<file path="config.mk">
export PLATFORM = sky130hd
export DESIGN_NAME = smbus_register_pointer_gpio_regs
export DESIGN_NICKNAME = d
export VERILOG_FILES = /design/src/hdl/srpg_pkg.sv /design/src/hdl/smbus_register_pointer_gpio_regs.sv /design/src/hdl/srpg_ctrl.sv /design/src/hdl/srpg_dp.sv
export SDC_FILE = /design/constraint.sdc
export NUM_CORES = 1
export LEC_CHECK = 0
export BUFFER_PORTS_ARGS = -buffer_cell sky130_fd_sc_hd__buf_2
export CORE_MARGIN = 5
export CORE_UTILIZATION = 38
export CTS_CLUSTER_SIZE = 12
export DETAILED_ROUTE_END_ITERATION = 12
export GPL_ROUTABILITY_DRIVEN = 0
export GPL_TIMING_DRIVEN = 1
export PLACE_DENSITY_LB_ADDON = 0.15
export SLEW_MARGIN = 20
export SYNTH_ARGS = -nofsm -noshare
export SYNTH_HDL_FRONTEND = slang
export SYNTH_SLANG_ARGS = --single-unit
</file>
<file path="constraint.sdc">
create_clock -name clk -period 4.49 [get_ports clk]
set_clock_uncertainty 0.2 [all_clocks]
set_input_delay 1.1225 -clock clk [delete_from_list [all_inputs] [get_ports clk]]
set_output_delay 1.1225 -clock clk [all_outputs]
set_load 0.05 [all_outputs]
</file>
<file path="src/hdl/srpg_pkg.sv">
// Shared types, register map constants and slot lookup for the expander register file
package srpg_pkg;

  typedef logic [7:0] byte_t;

  typedef enum logic [1:0] {
    MODE_POINTER = 2'd0,
    MODE_WRITE   = 2'd1,
    MODE_READ    = 2'd2,
    MODE_UNUSED  = 2'd3
  } mode_t;

  typedef struct packed {
    mode_t mode;
    byte_t bus_byte;
  } in_item_t;

  typedef struct packed {
    byte_t read_data;
    logic  write_ignored;
  } out_item_t;

  // controller to datapath
  typedef struct packed {
    logic capture;
    logic execute;
  } cmd_t;

  // configuration register indexes
  localparam int CFG_IDX_W = 1;
  typedef enum logic [CFG_IDX_W-1:0] {
    CFG_P1_STRAP = 1'b0,
    CFG_P2_STRAP = 1'b1
  } cfg_idx_t;

  localparam int NUM_SLOTS = 12;
  localparam int SLOT_W    = $clog2(NUM_SLOTS);

  localparam byte_t SLOT_INDEX [NUM_SLOTS] = '{
    8'h01, 8'h02, 8'h03, 8'h04, 8'h09, 8'h0a, 8'h0b, 8'h0c, 8'h12, 8'h13, 8'h14, 8'h15
  };
  localparam byte_t SLOT_RESET [NUM_SLOTS] = '{
    8'h00, 8'hf0, 8'hff, 8'h00, 8'h00, 8'h70, 8'h7f, 8'h00, 8'h00, 8'h00, 8'h00, 8'h00
  };

  // fixed and strap-backed register addresses
  localparam byte_t REG_P1_INPUT  = 8'h00;
  localparam byte_t REG_P1_LATCH  = 8'h05;
  localparam byte_t REG_P2_INPUT  = 8'h08;
  localparam byte_t REG_P2_LATCH  = 8'h0d;
  localparam byte_t REG_P1_INT_ST = 8'h10;
  localparam byte_t REG_P2_INT_ST = 8'h11;
  localparam byte_t REG_ID_HIGH   = 8'h20;
  localparam byte_t REG_ID_LOW    = 8'h21;

  localparam byte_t ID_HIGH_VALUE  = 8'h60;
  localparam byte_t ID_LOW_VALUE   = 8'h13;
  localparam byte_t INT_ST_VALUE   = 8'h00;
  localparam byte_t RESERVED_VALUE = 8'hff;

  typedef struct packed {
    logic              hit;
    logic [SLOT_W-1:0] slot;
  } slot_hit_t;

  function automatic slot_hit_t slot_lookup(input byte_t idx);
    slot_hit_t r;
    r.hit  = 1'b0;
    r.slot = '0;
    for (int k = 0; k < NUM_SLOTS; k++) begin
      if (SLOT_INDEX[k] == idx) begin
        r.hit  = 1'b1;
        r.slot = SLOT_W'(k);
      end
    end
    return r;
  endfunction

endpackage

</file>
<file path="src/hdl/smbus_register_pointer_gpio_regs.sv">
// Top level of the pointer-addressed GPIO expander register file
// Each bus word is taken when start is high and busy low; busy is then high for
// one execute cycle, and the result appears with out_valid for exactly one cycle
// after that. A new word may be started in the same cycle that a result is
// shown, but none is taken while busy, as the controller has a single execute
// state. Results cannot be held off. Pointer words return zeros, data words flag
// write_ignored when the pointer is not on a writable register, and every data
// or read word advances the pointer modulo 256. Strap registers may be written
// only while the block is idle.
module smbus_register_pointer_gpio_regs (
  input  logic                           clk,
  input  logic                           rst_n,
  input  logic                           start,
  output logic                           busy,
  input  srpg_pkg::in_item_t             in_item,
  output logic                           out_valid,
  output srpg_pkg::out_item_t            out_item,
  input  logic                           cfg_we,
  input  logic [srpg_pkg::CFG_IDX_W-1:0] cfg_index,
  input  srpg_pkg::byte_t                cfg_data
);

  srpg_pkg::cmd_t cmd;

  srpg_ctrl u_ctrl (
    .clk       (clk),
    .rst_n     (rst_n),
    .start     (start),
    .busy      (busy),
    .cmd       (cmd),
    .out_valid (out_valid)
  );

  srpg_dp u_dp (
    .clk       (clk),
    .rst_n     (rst_n),
    .cmd       (cmd),
    .in_item   (in_item),
    .cfg_we    (cfg_we),
    .cfg_index (cfg_index),
    .cfg_data  (cfg_data),
    .out_item  (out_item)
  );

endmodule

</file>
<file path="src/hdl/srpg_ctrl.sv">
// Controller: sequences capture and execute of one bus word and strobes the result
module srpg_ctrl (
  input  logic          clk,
  input  logic          rst_n,
  input  logic          start,
  output logic          busy,
  output srpg_pkg::cmd_t cmd,
  output logic          out_valid
);

  typedef enum logic {
    ST_IDLE,
    ST_EXEC
  } state_t;

  state_t state_r, state_nxt;
  logic   out_valid_r, out_valid_nxt;

  always_comb begin
    state_nxt     = state_r;
    out_valid_nxt = 1'b0;
    unique case (state_r)
      ST_IDLE: begin
        if (start) state_nxt = ST_EXEC;
      end
      ST_EXEC: begin
        state_nxt     = ST_IDLE;
        out_valid_nxt = 1'b1;
      end
    endcase
  end

  always_ff @(posedge clk) begin
    if (!rst_n) begin
      state_r     <= ST_IDLE;
      out_valid_r <= 1'b0;
    end else begin
      state_r     <= state_nxt;
      out_valid_r <= out_valid_nxt;
    end
  end

  assign busy        = (state_r == ST_EXEC);
  assign cmd.capture = start && (state_r == ST_IDLE);
  assign cmd.execute = (state_r == ST_EXEC);
  assign out_valid   = out_valid_r;

endmodule

</file>
<file path="src/hdl/srpg_dp.sv">
// Datapath: pointer, writable registers, straps and result register
module srpg_dp (
  input  logic                                 clk,
  input  logic                                 rst_n,
  input  srpg_pkg::cmd_t                       cmd,
  input  srpg_pkg::in_item_t                   in_item,
  input  logic                                 cfg_we,
  input  logic [srpg_pkg::CFG_IDX_W-1:0]       cfg_index,
  input  srpg_pkg::byte_t                      cfg_data,
  output srpg_pkg::out_item_t                  out_item
);

  srpg_pkg::in_item_t  item_r;
  srpg_pkg::byte_t     ptr_r, ptr_nxt;
  srpg_pkg::byte_t     store_r [srpg_pkg::NUM_SLOTS];
  srpg_pkg::byte_t     p1_strap_r, p2_strap_r;
  srpg_pkg::out_item_t out_r, out_nxt;
  srpg_pkg::slot_hit_t hit;
  srpg_pkg::byte_t     rd_val;
  logic                store_we;

  assign hit = srpg_pkg::slot_lookup(ptr_r);

  always_comb begin
    if (hit.hit) begin
      rd_val = store_r[hit.slot];
    end else begin
      unique case (ptr_r)
        srpg_pkg::REG_P1_INPUT,
        srpg_pkg::REG_P1_LATCH:  rd_val = p1_strap_r;
        srpg_pkg::REG_P2_INPUT,
        srpg_pkg::REG_P2_LATCH:  rd_val = p2_strap_r;
        srpg_pkg::REG_P1_INT_ST,
        srpg_pkg::REG_P2_INT_ST: rd_val = srpg_pkg::INT_ST_VALUE;
        srpg_pkg::REG_ID_HIGH:   rd_val = srpg_pkg::ID_HIGH_VALUE;
        srpg_pkg::REG_ID_LOW:    rd_val = srpg_pkg::ID_LOW_VALUE;
        default:                 rd_val = srpg_pkg::RESERVED_VALUE;
      endcase
    end
  end

  always_comb begin
    ptr_nxt                = ptr_r;
    store_we               = 1'b0;
    out_nxt                = out_r;
    if (cmd.execute) begin
      out_nxt.read_data     = '0;
      out_nxt.write_ignored = 1'b0;
      unique case (item_r.mode)
        srpg_pkg::MODE_POINTER: ptr_nxt = item_r.bus_byte;
        srpg_pkg::MODE_WRITE: begin
          store_we              = hit.hit;
          out_nxt.write_ignored = !hit.hit;
          ptr_nxt               = ptr_r + 8'd1;
        end
        srpg_pkg::MODE_READ: begin
          out_nxt.read_data = rd_val;
          ptr_nxt           = ptr_r + 8'd1;
        end
        srpg_pkg::MODE_UNUSED: ;
      endcase
    end
  end

  always_ff @(posedge clk) begin
    if (cmd.capture) item_r <= in_item;
    out_r <= out_nxt;
  end

  always_ff @(posedge clk) begin
    if (!rst_n) begin
      ptr_r      <= '0;
      p1_strap_r <= '0;
      p2_strap_r <= '0;
      for (int k = 0; k < srpg_pkg::NUM_SLOTS; k++) begin
        store_r[k] <= srpg_pkg::SLOT_RESET[k];
      end
    end else begin
      ptr_r <= ptr_nxt;
      if (store_we) store_r[hit.slot] <= item_r.bus_byte;
      if (cfg_we) begin
        unique case (srpg_pkg::cfg_idx_t'(cfg_index))
          srpg_pkg::CFG_P1_STRAP: p1_strap_r <= cfg_data;
          srpg_pkg::CFG_P2_STRAP: p2_strap_r <= cfg_data;
        endcase
      end
    end
  end

  assign out_item = out_r;

endmodule

</file>
==> flow_metrics.env, run 1 <==
export IMPL_area_growth_pct=12.8
export IMPL_clk_latency_ps=420
export IMPL_synth_compound_area_share_pct=11.4
export IMPL_synth_edf_count=115
export IMPL_seq_area_um2=3970
export IMPL_finalPower_w=0.00316
export IMPL_synth_xor_area_share_pct=0.125
export IMPL_holdPathStages=2
export IMPL_cts_tree="done"
export IMPL_drc_errors=0
export IMPL_drtIter0Drc=504
export IMPL_hold_path_class="reg -> reg"
export IMPL_num_io_pins=34
export IMPL_fin_crit_ps=3430
export IMPL_synth_mux_area_share_pct=5.30
export IMPL_num_nets_final=675
export IMPL_dieArea_um2=21200
export IMPL_seq_area_frac_synth_pct=56.9
export IMPL_p_clk_share_pct=43.1
export IMPL_r2r_start="u_dp.ptr_r[1]"
export IMPL_finalSetupViolations=0
export IMPL_ys_ff_latch=141
export IMPL_power_switching_w=0.000784
export IMPL_power_density_nw_per_um2=401
export IMPL_arrival_ps=3310
export IMPL_yosys_area_top_type="edfxtp_1"
export IMPL_clkTransAtPathRegs_ps=60
export IMPL_numCtsBuffers=17
export IMPL_grt_max_degree=38
export IMPL_die_w_um=146
export IMPL_yosysUniqueCellTypes=59
export IMPL_start_util_pct=38.8
export IMPL_worst_setup_path_type="reg -> reg"
export IMPL_seq_power_share_pct=47.4
export IMPL_nFillCells=1721
export IMPL_core_area_um2=18000
export IMPL_syn_mean_instance_area_um2=11.1
export IMPL_synth_main_ff_cell="edfxtp_1"
export IMPL_avgViaCountPerCell=5.66
export IMPL_p_sw_share_pct=24.8
export IMPL_synthAdderAreaFrac_pct=1.25
export IMPL_crit_required_ps=4370
export IMPL_core_rowCount=49
export IMPL_cp_top_family="simple AND/OR/NAND/NOR gates"
export IMPL_cp_start_kind="flip-flop"
export IMPL_crit_chain="inv_1, ha_1, mux2i_1, or3_4, nand2_1, nor3_2, nand2b_1"
export IMPL_clk_path_buf_depth=2
export IMPL_hold_viol=0
export IMPL_max_stage_delay_ps=580
export IMPL_hold_start="u_dp.p2_strap_r[5]"
export IMPL_syn_nets=660
export IMPL_synth_area_leaders="edfxtp_1 49%, dfxtp_1 7.5%, and2_1 5.7%"
export IMPL_overflow=0
export IMPL_ctsHoldBuffers=0
export IMPL_synth_top_area_share_pct=49.4
export IMPL_p_leak_nw=2.74
export IMPL_peakVddDrop_mv=0.268
export IMPL_worst_pin_slew_ps=951
export IMPL_outcome="complete, no violations"
export IMPL_crit_buf_inv=1
export IMPL_yosysWarningCount=0
export IMPL_grt_antenna_before_repair=0
export IMPL_post_cts_resized=0
export IMPL_dr_pass1_iters=5
export IMPL_worstPathMaxFanout=31
export IMPL_diodes=0
export IMPL_drive_above_1_share_pct=15.3
export IMPL_grt_use_total_pct=18.1
export IMPL_endpoint_kind="flip-flop"
export IMPL_synth_cells=630
export IMPL_drv_cap=0
export IMPL_synth_top_family_by_area="simple AND/OR/NAND/NOR gates"
export IMPL_cp_slowest_cell="nor3_2"
export IMPL_portBuffers=33
export IMPL_post_cts_buffers=0
export IMPL_wl_um=19100
export IMPL_rsz0062_at_grt="false"
export IMPL_holdWs_ps=260
export IMPL_reg2reg_depth=7
export IMPL_root_buffer="clkbuf_16"
export IMPL_hpwl_um=12600
export IMPL_clock_sinks=141
export IMPL_grt_pass1_vias=4970
export IMPL_htree_levels=4
export IMPL_final_core_util_pct=43.7
export IMPL_synth_async_sr_flop_share_pct=0
export IMPL_startpoint="u_dp.ptr_r[1]"
export IMPL_p_int_w=0.00238
export IMPL_die_y_um=146
export IMPL_synth_simple_gate_area_share_pct=21.8
export IMPL_via_count=5024
export IMPL_worstSetupPathDepth=7
export IMPL_grt_pass1_wl_um=29600
export IMPL_final_setup_tns_ps=0
export IMPL_max_freq_mhz=292
export IMPL_finalCritPeriodShare_pct=76.3
export IMPL_synthesis_area_um2=6990
export IMPL_combPwrFrac_pct=9.5
export IMPL_max_slew_margin_pct=36.4
export IMPL_multi_input_area_um2=2780
export IMPL_wl_per_cell_um=21.5
export IMPL_postRouteAntennaNets=0
export IMPL_slew_violations=0
final timing paths:
path,to,slack (ps)
max,u_dp.store_r[6][4],1060
min,u_dp.p2_strap_r[5],260
max reg2reg,u_dp.store_r[6][4],1060
min reg2reg,u_dp.p2_strap_r[5],260
power by group through the flow:
stage	Sequential, W	Clock (W)	Combinational (W)
after CTS	0.00150	0.00139	0.000299
after global placement	0.00153	0	0.000294
after detailed placement	0.00153	0	0.000298
after global routing	0.00150	0.00144	0.000327
after floorplan	0.00152	0	0.000199
final	0.00150	0.00136	0.000301
registers in the layout, summed over array words and instances (netlist names):
name              cells
u_dp.p2_strap_r       8
u_dp.p1_strap_r       8
u_ctrl.busy           1
u_dp.store_r         96
u_ctrl.out_valid      1
u_dp.item_r          10
u_dp.ptr_r            8
u_dp.out_item         9
worst register-to-register path, stage by stage (launching register included):
cell      delay (ps)
dfxtp_1          370
inv_1             90
ha_1             280
mux2i_1          330
or3_4            440
nand2_1          370
nor3_2           580
nand2b_1         430
synth_stat cells (2+ instances only):
| master | n |
|---|---|
| ha_1 | 7 |
| dfxtp_1 | 26 |
| a211o_1 | 2 |
| mux2_2 | 7 |
| mux2i_1 | 22 |
| nor4_1 | 12 |
| a2111oi_0 | 7 |
| buf_1 | 5 |
| or3_4 | 2 |
| nor3_1 | 12 |
| or4_4 | 2 |
| or3_1 | 2 |
| nand3_1 | 49 |
| nor2_1 | 15 |
| nand2b_1 | 23 |
| a21boi_0 | 9 |
| o21ai_0 | 49 |
| edfxtp_1 | 115 |
| mux2_1 | 5 |
| a211oi_1 | 2 |
| buf_2 | 13 |
| a31oi_1 | 9 |
| inv_1 | 8 |
| nor3_2 | 7 |
| a311oi_1 | 2 |
| a22oi_1 | 3 |
| a21oi_1 | 31 |
| nor2_2 | 3 |
| nand2_1 | 34 |
| nor2b_1 | 12 |
| nand4_1 | 3 |
| and3_1 | 7 |
| or2_1 | 7 |
| a21o_1 | 3 |
| and2_1 | 64 |
| clkbuf_1 | 28 |
cell usage in the layout (no fill, tap or decap), types with 3 or more instances in the layout:
master      Yosys  layout
a2111oi_0       7       7
a21boi_0        9       9
a21o_1          3       3
a21oi_1        31      31
a22oi_1         3       3
a31oi_1         9       9
and2_1         64      64
and3_1          7       7
buf_2          13      33
buf_4           0      10
clkbuf_16       0      17
clkinv_1        0       3
clkinv_2        0       4
clkinvlp_4      0       3
dfxtp_1        26      26
edfxtp_1      115     115
ha_1            7       7
inv_1           8       8
mux2_1          5       5
mux2_2          7       7
mux2i_1        22      22
nand2_1        34      34
nand2b_1       23      23
nand3_1        49      49
nand4_1         3       3
nor2_1         15      15
nor2_2          3       3
nor2b_1        12      12
nor3_1         12      12
nor3_2          7       7
nor4_1         12      12
o21ai_0        49      47
o21ai_1         1       3
or2_1           7       7
per-stage QoR:
step | instances | setup slack, ps | area, um2
CTS | 887 | 1050 | 7880
floorplan | 630 | 1440 | 6990
finish | 887 | 1060 | 7880
global placement | 855 | 1070 | 7310
detailed placement | 855 | 959 | 7310
global route | 887 | 798 | 7880
final cells by class:
class | count | share of cell area [%]
flip-flops and latches | 141 | 50.4
multi-input cells | 434 | 35.3
clock buffers | 19 | 5.62
well taps | 229 | 3.64
repair buffers | 43 | 3.05
clock inverters | 13 | 1.56
inverters | 8 | 0.381
routing by layer:
metal	share of wire, %	GRT usage (%)	wire, um	vias to the layer above
li1	-	-	-	2350
met1	45	25.0	8620	2503
met2	48	28.7	9150	145
met3	4.8	3.11	909	26
met4	1.9	6.58	370	0
met5	0	0	0	-
logic make-up (layout without fill, tap and decap cells):
group           Yosys count  count (layout)
compound gates          129             129
xor+xnor                  1               1
fa+ha+maj                 7               7
buf+inv                  55              83
flops                   141             141
mux                      35              35
simple gates            262             262
No activity file was read; power rests on OpenSTA's default activity.
==> run 2, diff against run 1 <==
==> constraint.sdc (replaced) <==
create_clock -name clk -period 3.55 [get_ports clk]
set_clock_uncertainty 0.2 [all_clocks]
set_input_delay 0.8875 -clock clk [delete_from_list [all_inputs] [get_ports clk]]
set_output_delay 0.8875 -clock clk [all_outputs]
set_load 0.05 [all_outputs]
==> flow_metrics.env, run 2 (same netlist as run 1, synthesis figures left out) <==
export IMPL_portBuffers=33
export IMPL_drive_above_1_share_pct=17.7
export IMPL_p_leak_nw=2.82
export IMPL_worst_setup_path_type="reg -> reg"
export IMPL_wl_met3_um=708
export IMPL_slew_violations=0
export IMPL_cp_top_family="simple AND/OR/NAND/NOR gates"
export IMPL_max_slew_margin_pct=40.5
export IMPL_final_core_util_pct=44.4
export IMPL_drc_errors=0
export IMPL_area_growth_pct=14.5
export IMPL_grt_antenna_before_repair=0
export IMPL_wl_met2_um=8710
export IMPL_num_io_pins=34
export IMPL_avgViaCountPerCell=5.60
export IMPL_grt_pass1_vias=5030
export IMPL_finalPower_w=0.00402
export IMPL_grt_pass1_wl_um=28800
export IMPL_dr_pass1_iters=5
export IMPL_finalCritPeriodShare_pct=95.5
export IMPL_die_y_um=146
export IMPL_hpwl_um=12600
export IMPL_fin_crit_ps=3390
export IMPL_endpoint_kind="flip-flop"
export IMPL_final_cell_mix="115 x edfxtp_1, 64 x and2_1, 49 x nand3_1, 49 x o21ai_0, 34 x nand2_1"
export IMPL_hold_viol=0
export IMPL_cp_slowest_cell="or3b_2"
export IMPL_core_area_um2=18000
export IMPL_multi_input_area_um2=2780
export IMPL_post_cts_resized=0
export IMPL_clock_sinks=141
export IMPL_arrival_ps=3340
export IMPL_start_util_pct=38.8
export IMPL_wl_um=18600
export IMPL_drv_cap=0
export IMPL_crit_chain="ha_1, or3b_2, a21o_1, nand2_1, a2111oi_0, a311oi_1, nor4bb_1"
export IMPL_clkTransAtPathRegs_ps=60
export IMPL_clk_path_buf_depth=2
export IMPL_wl_met1_um=8810
export IMPL_worst_pin_slew_ps=890
export IMPL_final_setup_tns_ps=0
export IMPL_crit_required_ps=3500
export IMPL_core_rowCount=49
export IMPL_grt_max_degree=38
export IMPL_worstPathMaxFanout=17
export IMPL_peakVddDrop_mv=0.333
export IMPL_seq_area_um2=3970
export IMPL_crit_buf_inv=0
export IMPL_die_w_um=146
export IMPL_htree_levels=4
export IMPL_postRouteAntennaNets=0
export IMPL_post_cts_buffers=0
export IMPL_cp_start_kind="flip-flop"
export IMPL_num_nets_final=691
export IMPL_finalSetupViolations=0
export IMPL_final_common_cell="edfxtp_1"
export IMPL_power_density_nw_per_um2=502
export IMPL_largest_reg_flops=96
export IMPL_diodes=0
export IMPL_wl_per_cell_um=20.6
export IMPL_ctsHoldBuffers=0
export IMPL_dieArea_um2=21200
export IMPL_via_count=5054
export IMPL_overflow=0
export IMPL_cts_tree="done"
export IMPL_max_freq_mhz=295
export IMPL_grt_use_total_pct=17.6
export IMPL_max_stage_delay_ps=530
export IMPL_clk_latency_ps=430
export IMPL_root_buffer="clkbuf_16"
export IMPL_numCtsBuffers=17
export IMPL_outcome="complete, no violations"
export IMPL_rsz0062_at_grt="false"
export IMPL_top_layer="met4"
export IMPL_drtIter0Drc=430
export IMPL_top_register="u_dp.store_r"
export IMPL_nFillCells=1731
export IMPL_hold_path_class="reg -> reg"
==> run 2: cell count changes in the layout (fill, tap and decap cells not counted) <==
| cell | delta |
|---|---|
| buf_4 | +16 |
| inv_6 | -1 |
| o21ai_0 | +2 |
| clkinvlp_4 | +2 |
| o21ai_1 | -2 |
| clkinv_1 | -3 |
| clkbuf_1 | +1 |
| clkinv_2 | +1 |
==> run 2: layer usage <==
metal  vias up  track usage [%]
met4         0             6.76
li1       2383                -
met5         -                0
met1      2515             24.5
met2       135             27.4
met3        21             3.15
==> run 2: final cells by class <==
cell class | count | share of cell area, %
timing repair buffer | 59 | 4.50
sequential | 141 | 49.7
multi-input combinational | 434 | 34.8
inverter | 8 | 0.375
clock buffer | 20 | 5.58
tap | 229 | 3.58
clock inverter | 12 | 1.53
==> run 2: path summary, 6_finish.rpt <==
check | start | endpoint | slack, ps | cells after the start
max | u_dp.ptr_r[0] | u_dp.out_item[7] | 160 | 7
min | u_dp.p2_strap_r[4] | u_dp.p2_strap_r[4] | 270 | 2
max reg2reg | u_dp.ptr_r[0] | u_dp.out_item[7] | 160 | 7
min reg2reg | u_dp.p2_strap_r[4] | u_dp.p2_strap_r[4] | 270 | 2
==> run 2: where the power goes <==
part | leakage (nW) | switching [W] | internal [W]
Sequential | 1.31 | 0.0000449 | 0.00184
Combinational | 1.24 | 0.000272 | 0.000135
Clock | 0.268 | 0.000676 | 0.00104
==> run 2: stage by stage <==
step	instances	worst slack [ps]	area (um2)	hold WS (ps)
final	903	160	8000	266
after floorplan	630	502	6990	243
after global routing	903	8.27	8000	306
after CTS	903	193	8000	267
after detailed placement	871	254	7430	259
after global placement	871	341	7430	252
==> run 2: worst min-delay path: cells and delay by family, from the launching register on <==
family,cells,cell delay [ps]
AOI/OAI and AO/OA,1,60
DFF,1,310
and+or+nand+nor,1,50
